**config.mk**
```make
export PLATFORM = sky130hd
export DESIGN_NAME = x86_logic_shift_unit
export DESIGN_NICKNAME = d
export VERILOG_FILES = /design/src/sv/xlsu_pkg.sv /design/src/sv/xlsu_front.sv /design/src/sv/xlsu_queue.sv /design/src/sv/xlsu_back.sv /design/src/sv/x86_logic_shift_unit.sv
export SDC_FILE = /design/constraint.sdc
export NUM_CORES = 1
export LEC_CHECK = 0
export ABC_AREA = 1
export BUFFER_PORTS_ARGS = -buffer_cell sky130_fd_sc_hd__buf_4
export CAP_MARGIN = 20
export CELL_PAD_IN_SITES_DETAIL_PLACEMENT = 0
export CELL_PAD_IN_SITES_GLOBAL_PLACEMENT = 1
export CORE_ASPECT_RATIO = 1.25
export CORE_UTILIZATION = 47
export DETAILED_ROUTE_END_ITERATION = 10
export PLACE_DENSITY_LB_ADDON = 0.1
export SYNTH_ARGS = -nofsm -noshare
export SYNTH_HDL_FRONTEND = slang
export SYNTH_HIERARCHICAL = 1
export SYNTH_SLANG_ARGS = --single-unit
```
**constraint.sdc**
```tcl
create_clock -name clock -period 6.85 [get_ports clock]
set_input_delay 1.37 -clock clock [delete_from_list [all_inputs] [get_ports clock]]
set_output_delay 1.37 -clock clock [all_outputs]
set_load 0.1 [all_outputs]
```
**src/sv/xlsu_pkg.sv**
```systemverilog
// Shared types and constants for the x86 logic and shift unit.
package xlsu_pkg;

   localparam int DATA_BITS = 32;
   localparam int COUNT_BITS = 5;

   typedef enum logic [3:0] {
      OP_TEST  = 4'd0,
      OP_AND   = 4'd1,
      OP_XOR   = 4'd2,
      OP_OR    = 4'd3,
      OP_SAR   = 4'd4,
      OP_SHL   = 4'd5,
      OP_SHR   = 4'd6,
      OP_ROL   = 4'd7,
      OP_SETCC = 4'd8,
      OP_NOT   = 4'd9
   } op_code_type;

   localparam logic [1:0] WIDTH_8  = 2'd0;
   localparam logic [1:0] WIDTH_16 = 2'd1;

   // condition groups, cond_code[3:1]; cond_code[0] negates
   localparam logic [2:0] COND_O  = 3'd0;
   localparam logic [2:0] COND_B  = 3'd1;
   localparam logic [2:0] COND_Z  = 3'd2;
   localparam logic [2:0] COND_BE = 3'd3;
   localparam logic [2:0] COND_S  = 3'd4;
   localparam logic [2:0] COND_P  = 3'd5;
   localparam logic [2:0] COND_L  = 3'd6;

   typedef struct packed {
      logic                 cf;
      logic                 zf;
      logic                 sf;
      logic                 of;
   } flags_type;

   // one decoded instruction, front to back
   typedef struct packed {
      logic [DATA_BITS-1:0] value;
      logic                 write_back;
      logic                 unsupported;
      logic                 is_setcc;
      logic [3:0]           cond;
      logic                 upd_zs;
      logic                 clr_co;
      logic                 upd_cf;
      logic                 upd_of;
      flags_type            flags;
   } op_type;

endpackage

```
**src/sv/xlsu_front.sv**
```systemverilog
// Front end: accepts requests and computes values and flag candidates.
module xlsu_front (
   input  logic                          req_tvalid,
   output logic                          req_tready,
   input  logic [3:0]                    req_op,
   input  logic [1:0]                    req_width_code,
   input  logic [xlsu_pkg::DATA_BITS-1:0] req_dest_value,
   input  logic [xlsu_pkg::DATA_BITS-1:0] req_src_value,
   input  logic [3:0]                    req_cond_code,
   input  logic                          queue_full,
   output logic                          push,
   output xlsu_pkg::op_type              op
);

   localparam int W = xlsu_pkg::DATA_BITS;

   logic [W-1:0]   mask;
   logic [W-1:0]   d;
   logic [W-1:0]   s;
   logic [xlsu_pkg::COUNT_BITS-1:0] cnt;
   logic [W-1:0]   logic_val;
   logic [W-1:0]   sar_ext;
   logic [W-1:0]   sar_shift;
   logic [W-1:0]   shl_val;
   logic [W-1:0]   shr_val;
   logic [15:0]    rot8;
   logic [31:0]    rot16;
   logic [2*W-1:0] rot32;
   logic [W-1:0]   rol_val;
   logic [W-1:0]   flag_val;

   function automatic logic msb_of(input logic [W-1:0] v, input logic [1:0] code);
      logic r;
      case (code)
         xlsu_pkg::WIDTH_8:  r = v[7];
         xlsu_pkg::WIDTH_16: r = v[15];
         default:            r = v[W-1];
      endcase
      return r;
   endfunction

   assign req_tready = !queue_full;
   assign push = req_tvalid && !queue_full;

   always_comb begin
      case (req_width_code)
         xlsu_pkg::WIDTH_8:  mask = W'(32'h0000_00ff);
         xlsu_pkg::WIDTH_16: mask = W'(32'h0000_ffff);
         default:            mask = '1;
      endcase
   end

   assign d = req_dest_value & mask;
   assign s = req_src_value;
   assign cnt = s[xlsu_pkg::COUNT_BITS-1:0];

   always_comb begin
      case (xlsu_pkg::op_code_type'(req_op))
         xlsu_pkg::OP_XOR: logic_val = d ^ (s & mask);
         xlsu_pkg::OP_OR:  logic_val = d | (s & mask);
         default:          logic_val = d & s;
      endcase
   end

   assign sar_ext = d | (msb_of(d, req_width_code) ? ~mask : '0);
   assign sar_shift = $signed(sar_ext) >>> cnt;
   assign shl_val = (d << cnt) & mask;
   assign shr_val = d >> cnt;

   assign rot8 = {d[7:0], d[7:0]} << s[2:0];
   assign rot16 = {d[15:0], d[15:0]} << s[3:0];
   assign rot32 = {d, d} << s[4:0];

   always_comb begin
      case (req_width_code)
         xlsu_pkg::WIDTH_8:  rol_val = W'(rot8[15:8]);
         xlsu_pkg::WIDTH_16: rol_val = W'(rot16[31:16]);
         default:            rol_val = rot32[2*W-1:W];
      endcase
   end

   always_comb begin
      op = '0;
      op.write_back = 1'b1;
      op.cond = req_cond_code;
      flag_val = '0;
      case (xlsu_pkg::op_code_type'(req_op))
         xlsu_pkg::OP_TEST, xlsu_pkg::OP_AND, xlsu_pkg::OP_XOR, xlsu_pkg::OP_OR: begin
            flag_val = logic_val;
            op.upd_zs = 1'b1;
            op.clr_co = 1'b1;
            if (xlsu_pkg::op_code_type'(req_op) == xlsu_pkg::OP_TEST) begin
               op.write_back = 1'b0;
            end else begin
               op.value = logic_val;
            end
         end
         xlsu_pkg::OP_SAR: begin
            op.value = sar_shift & mask;
            flag_val = sar_shift & mask;
            op.upd_zs = 1'b1;
         end
         xlsu_pkg::OP_SHL: begin
            op.value = shl_val;
            flag_val = shl_val;
            op.upd_zs = 1'b1;
         end
         xlsu_pkg::OP_SHR: begin
            op.value = shr_val;
            flag_val = shr_val;
            op.upd_zs = 1'b1;
         end
         xlsu_pkg::OP_ROL: begin
            op.value = rol_val;
            op.upd_cf = (cnt != '0);
            op.upd_of = (cnt == xlsu_pkg::COUNT_BITS'(1));
            op.flags.cf = rol_val[0];
            op.flags.of = msb_of(rol_val, req_width_code) ^ rol_val[0];
         end
         xlsu_pkg::OP_SETCC: begin
            op.is_setcc = 1'b1;
            if (req_cond_code[3:1] == xlsu_pkg::COND_P) begin
               op.unsupported = 1'b1;
               op.write_back = 1'b0;
            end
         end
         xlsu_pkg::OP_NOT: begin
            op.value = ~d & mask;
         end
         default: begin
            op.write_back = 1'b0;
         end
      endcase
      if (op.upd_zs) begin
         op.flags.zf = (flag_val == '0);
         op.flags.sf = msb_of(flag_val, req_width_code);
      end
   end

endmodule

```
**src/sv/xlsu_queue.sv**
```systemverilog
// Small FIFO between the decode front end and the flag back end.
module xlsu_queue #(
   parameter int DEPTH = 2
) (
   input  logic              clock,
   input  logic              reset,
   input  logic              push,
   input  xlsu_pkg::op_type  push_op,
   input  logic              pop,
   output logic              full,
   output logic              head_valid,
   output xlsu_pkg::op_type  head_op
);

   localparam int PTR_W = (DEPTH > 1) ? $clog2(DEPTH) : 1;
   localparam int CNT_W = $clog2(DEPTH + 1);
   localparam logic [PTR_W-1:0] LAST = PTR_W'(DEPTH - 1);
   localparam logic [CNT_W-1:0] FULL_COUNT = CNT_W'(DEPTH);

   xlsu_pkg::op_type entries_ff [DEPTH];
   logic [PTR_W-1:0] wr_ptr_ff, wr_ptr_in;
   logic [PTR_W-1:0] rd_ptr_ff, rd_ptr_in;
   logic [CNT_W-1:0] count_ff, count_in;

   assign full = (count_ff == FULL_COUNT);
   assign head_valid = (count_ff != '0);
   assign head_op = entries_ff[rd_ptr_ff];

   always_comb begin
      wr_ptr_in = wr_ptr_ff;
      rd_ptr_in = rd_ptr_ff;
      count_in = count_ff;
      if (push) begin
         wr_ptr_in = (wr_ptr_ff == LAST) ? '0 : wr_ptr_ff + PTR_W'(1);
      end
      if (pop) begin
         rd_ptr_in = (rd_ptr_ff == LAST) ? '0 : rd_ptr_ff + PTR_W'(1);
      end
      if (push && !pop) begin
         count_in = count_ff + CNT_W'(1);
      end else if (pop && !push) begin
         count_in = count_ff - CNT_W'(1);
      end
   end

   always_ff @(posedge clock) begin
      if (reset) begin
         wr_ptr_ff <= '0;
         rd_ptr_ff <= '0;
         count_ff <= '0;
      end else begin
         wr_ptr_ff <= wr_ptr_in;
         rd_ptr_ff <= rd_ptr_in;
         count_ff <= count_in;
      end
   end

   always_ff @(posedge clock) begin
      if (push) begin
         entries_ff[wr_ptr_ff] <= push_op;
      end
   end

`ifndef SYNTH
   a_no_overflow: assert property (@(posedge clock) disable iff (reset)
      push |-> !full)
      else $error("queue push while full");
   a_no_underflow: assert property (@(posedge clock) disable iff (reset)
      pop |-> head_valid)
      else $error("queue pop while empty");
`endif

endmodule

```
**src/sv/xlsu_back.sv**
```systemverilog
// Back end: applies flag updates, evaluates conditions, holds the response register.
module xlsu_back (
   input  logic                          clock,
   input  logic                          reset,
   input  logic                          head_valid,
   input  xlsu_pkg::op_type              head_op,
   output logic                          pop,
   output logic                          rsp_tvalid,
   input  logic                          rsp_tready,
   output logic [xlsu_pkg::DATA_BITS-1:0] rsp_result,
   output logic                          rsp_write_back,
   output logic                          rsp_unsupported,
   output xlsu_pkg::flags_type           rsp_flags
);

   localparam int W = xlsu_pkg::DATA_BITS;

   xlsu_pkg::flags_type flags_ff, flags_in;
   logic                out_valid_ff, out_valid_in;
   logic [W-1:0]        result_ff, result_in;
   logic                write_back_ff;
   logic                unsup_ff;
   xlsu_pkg::flags_type out_flags_ff;
   logic                cond_true;
   logic                cond_raw;

   assign pop = head_valid && (!out_valid_ff || rsp_tready);

   always_comb begin
      case (head_op.cond[3:1])
         xlsu_pkg::COND_O:  cond_raw = flags_ff.of;
         xlsu_pkg::COND_B:  cond_raw = flags_ff.cf;
         xlsu_pkg::COND_Z:  cond_raw = flags_ff.zf;
         xlsu_pkg::COND_BE: cond_raw = flags_ff.cf || flags_ff.zf;
         xlsu_pkg::COND_S:  cond_raw = flags_ff.sf;
         xlsu_pkg::COND_L:  cond_raw = flags_ff.sf != flags_ff.of;
         default:           cond_raw = flags_ff.zf || (flags_ff.sf != flags_ff.of);
      endcase
      cond_true = cond_raw ^ head_op.cond[0];
   end

   always_comb begin
      flags_in = flags_ff;
      if (head_op.upd_zs) begin
         flags_in.zf = head_op.flags.zf;
         flags_in.sf = head_op.flags.sf;
      end
      if (head_op.clr_co) begin
         flags_in.cf = 1'b0;
         flags_in.of = 1'b0;
      end
      if (head_op.upd_cf) begin
         flags_in.cf = head_op.flags.cf;
      end
      if (head_op.upd_of) begin
         flags_in.of = head_op.flags.of;
      end
      if (head_op.is_setcc && !head_op.unsupported) begin
         result_in = W'(cond_true);
      end else begin
         result_in = head_op.value;
      end
      if (pop) begin
         out_valid_in = 1'b1;
      end else if (rsp_tready) begin
         out_valid_in = 1'b0;
      end else begin
         out_valid_in = out_valid_ff;
      end
   end

   always_ff @(posedge clock) begin
      if (reset) begin
         flags_ff <= '0;
         out_valid_ff <= 1'b0;
      end else begin
         out_valid_ff <= out_valid_in;
         if (pop) begin
            flags_ff <= flags_in;
         end
      end
   end

   always_ff @(posedge clock) begin
      if (pop) begin
         result_ff <= result_in;
         write_back_ff <= head_op.write_back;
         unsup_ff <= head_op.unsupported;
         out_flags_ff <= flags_in;
      end
   end

   assign rsp_tvalid = out_valid_ff;
   assign rsp_result = result_ff;
   assign rsp_write_back = write_back_ff;
   assign rsp_unsupported = unsup_ff;
   assign rsp_flags = out_flags_ff;

`ifndef SYNTH
   a_flags_reset: assert property (@(posedge clock)
      $past(reset) |-> flags_ff == '0)
      else $error("flags not cleared by reset");
   a_flags_hold_on_stall: assert property (@(posedge clock) disable iff (reset)
      out_valid_ff && !rsp_tready |=> $stable(flags_ff))
      else $error("flags changed while response stalled");
   a_unsup_result: assert property (@(posedge clock) disable iff (reset)
      out_valid_ff && unsup_ff |-> result_ff == '0 && !write_back_ff)
      else $error("unsupported condition produced a result");
`endif

endmodule

```
**src/sv/x86_logic_shift_unit.sv**
```systemverilog
// Top level of the x86 logic and shift unit.
//
// Usage:
//   req channel carries one instruction per transaction; req_tuser is the
//   operation code, req_tdata holds width code, destination, source/count and
//   condition code. rsp channel returns one transaction per instruction, in
//   order: rsp_tdata holds the result and the ZF, SF, CF, OF flags after that
//   instruction, rsp_tuser flags write-back and unsupported conditions.
//   A request accepted at a clock edge is written into the queue at that edge
//   and moves into the response register when the back end pops it (register
//   empty or rsp_tready high), raising rsp_tvalid. Throughput: one transaction
//   per cycle while rsp_tready stays high; the flag update in the back end
//   feeds the next SETcc directly.
//   Reset (synchronous, active high) clears the flags to zero and empties the
//   queue and response register.
//   When rsp_tready is low a valid response holds; the queue keeps
//   taking requests until its QUEUE_DEPTH entries are used, then req_tready
//   drops until the receiver takes a transaction.
module x86_logic_shift_unit #(
   parameter int QUEUE_DEPTH = 2
) (
   input  logic        clock,
   input  logic        reset,
   input  logic        req_tvalid,
   output logic        req_tready,
   input  logic [71:0] req_tdata,  // width_code[1:0], dest_value[33:2], src_value[65:34],
                                   // cond_code[69:66], zero pad[71:70]
   input  logic [3:0]  req_tuser,  // req_type[3:0]
   output logic        rsp_tvalid,
   input  logic        rsp_tready,
   output logic [39:0] rsp_tdata,  // result[31:0], zero_flag[32], sign_flag[33],
                                   // carry_flag[34], overflow_flag[35], zero pad[39:36]
   output logic [1:0]  rsp_tuser   // write_back[0], unsupported[1]
);

   localparam int W = xlsu_pkg::DATA_BITS;

   logic                queue_full;
   logic                push;
   logic                pop;
   logic                head_valid;
   xlsu_pkg::op_type    front_op;
   xlsu_pkg::op_type    head_op;
   logic [W-1:0]        result;
   logic                write_back;
   logic                unsupported;
   xlsu_pkg::flags_type flags;

   xlsu_front u_front (
      .req_tvalid     (req_tvalid),
      .req_tready     (req_tready),
      .req_op         (req_tuser),
      .req_width_code (req_tdata[1:0]),
      .req_dest_value (req_tdata[33:2]),
      .req_src_value  (req_tdata[65:34]),
      .req_cond_code  (req_tdata[69:66]),
      .queue_full     (queue_full),
      .push           (push),
      .op             (front_op)
   );

   xlsu_queue #(
      .DEPTH (QUEUE_DEPTH)
   ) u_queue (
      .clock      (clock),
      .reset      (reset),
      .push       (push),
      .push_op    (front_op),
      .pop        (pop),
      .full       (queue_full),
      .head_valid (head_valid),
      .head_op    (head_op)
   );

   xlsu_back u_back (
      .clock           (clock),
      .reset           (reset),
      .head_valid      (head_valid),
      .head_op         (head_op),
      .pop             (pop),
      .rsp_tvalid      (rsp_tvalid),
      .rsp_tready      (rsp_tready),
      .rsp_result      (result),
      .rsp_write_back  (write_back),
      .rsp_unsupported (unsupported),
      .rsp_flags       (flags)
   );

   assign rsp_tdata = {4'b0000, flags.of, flags.cf, flags.sf, flags.zf, result};
   assign rsp_tuser = {unsupported, write_back};

endmodule
```
==> results.yml <==
drt:
  drtPass1Iterations: 7
  first_iter_violations: 2586
  ant_nets: 0
  vias: 16800
  avgViaCountPerCell: 6.11
  wl_per_cell_um: 23.5
  wl_mm: 64.5
  remaining_drc_errors: 0
floorplan:
  start_util: 0.476
  die_w_um: 160
  fp.dieH_um: 200
  io_pins: 124
  rows: 72
  core-area_mm2: 0.0309
  die_area_mm2: 0.0320
placement:
  io_buffer_count: 117
  gp_congestion: 1.05
  place_hpwl_mm: 49.4
clock_network:
  clock_latency_ns: 0.47
  post_cts_buffers: 0
  clockRootBuffer: "clkbuf_16"
  htree_levels: 4
  cts-buffers-inserted: 25
  cts_hold_buf: 0
  clockBufferDepth: 3
  ctsResizeCount: 0
  path_clk_slew_ns: 0.04
  cts_tree: "done"
  cts_sinks: 142
hold_path:
  hp-class: "flop to flop"
  min_from: "u_queue/rd_ptr_ff$_SDFFE_PP0P_"
setup_path:
  slowest_delay_ns: 0.56
  slowest_stage: "nand2_2"
  crit_chain: "buf_4, inv_4, nand2_2, nand2_1, nand2_1, nand3_1, nand3_1, nand2_1, nand2_1, nand2_1, nand2_1, nand2_1, nand2_1, nor2_1, nand2_1, nor2_1, nand3_1, nor2_1, nand3_1, nor2_1"
  cp-startpoint: "req_tdata[1]"
  endpoint_kind: "flop"
  criticalPathCategory: "primary input to flop"
  worstPathRequired_ns: 7.14
  cp-start-kind: "primary input"
  crit_family: "simple AND/OR/NAND/NOR gates"
  r2r_setup_slack_ns: 4.73
  crit_buf_inv: 2
  crit_end: "u_queue/entries_ff[0][2]$_DFFE_PP_"
  cp.depth: 20
  r2r-end: "u_back/rsp_result[23]$_SDFFCE_PP0P_"
  reg2reg_depth: 5
  worstPathArrival_ns: 5.11
  crit_fanout: 32
  cpMostUsedCell: "nand2_1"
final_layout:
  multi_input_area_mm2: 0.00923
  seq_area_mm2: 0.00417
  synthToLayoutAreaGrowth_pct: 10.8
  fillerInstances: 3153
  final_util: 0.528
  drive_gt1_frac: 0.128
  fin_nets: 2459
timing:
  fin_crit_sh: 0.703
  finClkSkew_ns: 0.0188
  rsz0062_at_grt: "no"
  fmax_ghz: 0.208
  tightest_slew_ns: 1.07
  finalSetupTns_ns: 0
  finalSetupViolCount: 0
  relSlewSlack: 0.274
  hold_violations: 0
  period_minus_slack_ns: 4.82
  drv_slew: 0
pwr:
  powerDensity_mw_per_mm2: 302
  peakVddDrop_mv: 0.434
  p_leak_nw: 7.79
  total_power_mw: 4.93
logic_synthesis:
  syn_inst: 2314
  synth_cell_types: 56
  yosysSeqAreaShare: 0.283
  avgSynthCellArea_um2: 6.36
  ys_async_sr_fraction: 0
  ys.flop_type: "edfxtp_1"
  ys_seq_elements: 142
  synth_edf_count: 132
  netlist_area_mm2: 0.0147
  yosysWarnings: 6
global_route:
  grt_first_pass_wirelength_mm: 95.1
  grt_pass1_vias: 15200
  grt_usage: 0.401
  overflow: 0
  grt_max_degree: 98
  antenna_found_initial: 1
flow_run:
  max-cap-violations: 0
run_status:
  status: "completed"
==> cells in the final DEF, fill, tap and decap left out, drive strengths merged, types with 5 or more instances in the layout <==
master,Yosys,routed
clkinv,4,5
clkbuf,43,29
dfxtp,10,10
a311oi,5,5
mux2,47,47
a21oi,59,59
o211ai,21,21
or2,22,22
o21ai,110,110
ha,42,42
nand2,754,754
a211oi,5,5
buf,110,146
nor2,220,220
nand4,18,18
nand3,498,498
o22ai,24,24
edfxtp,132,132
inv,151,152
==> worst min-delay path, delay by kind of cell, from the launching register on <==
kind / cells / cell delay (ns)
flops: 1 / 0.31
xor+xnor: 1 / 0.08
simple gates: 1 / 0.08
==> layer usage <==
metal,vias up,wire length (µm),GRT usage
li1,7853,-,-
met1,7756,24700,0.493
met2,1010,28800,0.645
met3,201,5940,0.0624
met4,2,5060,0.291
met5,-,13,0
==> how the worst min path moves through the flow <==
stage,endpoint,slack [ns],depth (start not counted)
after CTS,u_queue/rd_ptr_ff$_SDFFE_PP0P_,0.51,2
after detailed placement,u_queue/rd_ptr_ff$_SDFFE_PP0P_,0.50,2
final,u_queue/rd_ptr_ff$_SDFFE_PP0P_,0.51,2
after global placement,flop,0.49,2
after floorplan,u_back/flags_ff[2]$_SDFFE_PP0P_,0.47,2
after global routing,u_queue/rd_ptr_ff$_SDFFE_PP0P_,0.55,2
==> sequential cells by signal, summed over array words and instances, names as in the netlist, named ones only <==
register / flops
u_back/rsp_write_back: 1
u_back/rsp_tvalid: 1
u_back/rsp_flags: 4
u_queue/entries_ff: 94
u_back/rsp_unsupported: 1
u_back/flags_ff: 4
u_queue/count_ff: 2
u_back/rsp_result: 32
u_queue/rd_ptr_ff: 1
u_queue/wr_ptr_ff: 1
==> synth_stat cells (4+ instances only) <==
master    number  share of area
nand2_1      739           0.19
nand3_1      498           0.17
nor2_1       209          0.053
edfxtp_1     132           0.27
inv_1        121          0.031
o21ai_0       67          0.023
a21oi_1       59          0.020
buf_2         51          0.017
clkbuf_1      43          0.011
ha_1          42          0.036
o21ai_1       41          0.014
buf_1         36         0.0092
mux2_4        30          0.031
inv_2         29         0.0074
o22ai_1       24          0.010
o211ai_1      21          0.011
nand4_1       18         0.0077
mux2_2        17          0.013
nand2_2       14         0.0060
buf_4         13         0.0066
or2_1         11         0.0047
or2_2         11         0.0047
buf_6         10         0.0077
dfxtp_1       10          0.014
nor2_2         9         0.0038
a311oi_1       5         0.0030
a211oi_1       4         0.0020
a31oi_1        4         0.0017
clkinv_1       4         0.0010
==> cell type report <==
type,count,share of cell area
well taps,407,0.0312
multi-input cells,1867,0.566
inverters,155,0.0358
clock buffers,29,0.0399
flip-flops and latches,142,0.256
diodes,1,0.000154
clock inverters,4,0.00284
repair buffers,146,0.0685
==> report_power, final <==
group	internal, mW	switching (mW)	leakage, nW	total (mW)
logic	0.644	1.90	6.09	2.54
registers	1.27	0.0678	1.36	1.34
clock network	0.698	0.347	0.339	1.04
==> per-stage QoR <==
stage                     hold WS (ns)  setup WS [ns]  instances  cell area (µm²)
after floorplan                  0.466           2.52       2317            14700
after global placement           0.490           1.75       2716            15600
after detailed placement         0.500           1.71       2716            15600
after CTS                        0.515           2.19       2749            16300
after global routing             0.548           1.87       2750            16300
final                            0.513           2.03       2751            16300
==> kinds of logic after synthesis <==
logic type	Yosys count	synth area share
AOI/OAI and AO/OA	252	0.101
muxes	47	0.0436
and+or+nand+nor	1521	0.444
DFF	142	0.283
xor gates and xnor gates	1	0.000595
adders and majority gates	42	0.0357
other	1	0.000255
buffers and inverters	308	0.0915
No activity file was read; power rests on OpenSTA's default activity.
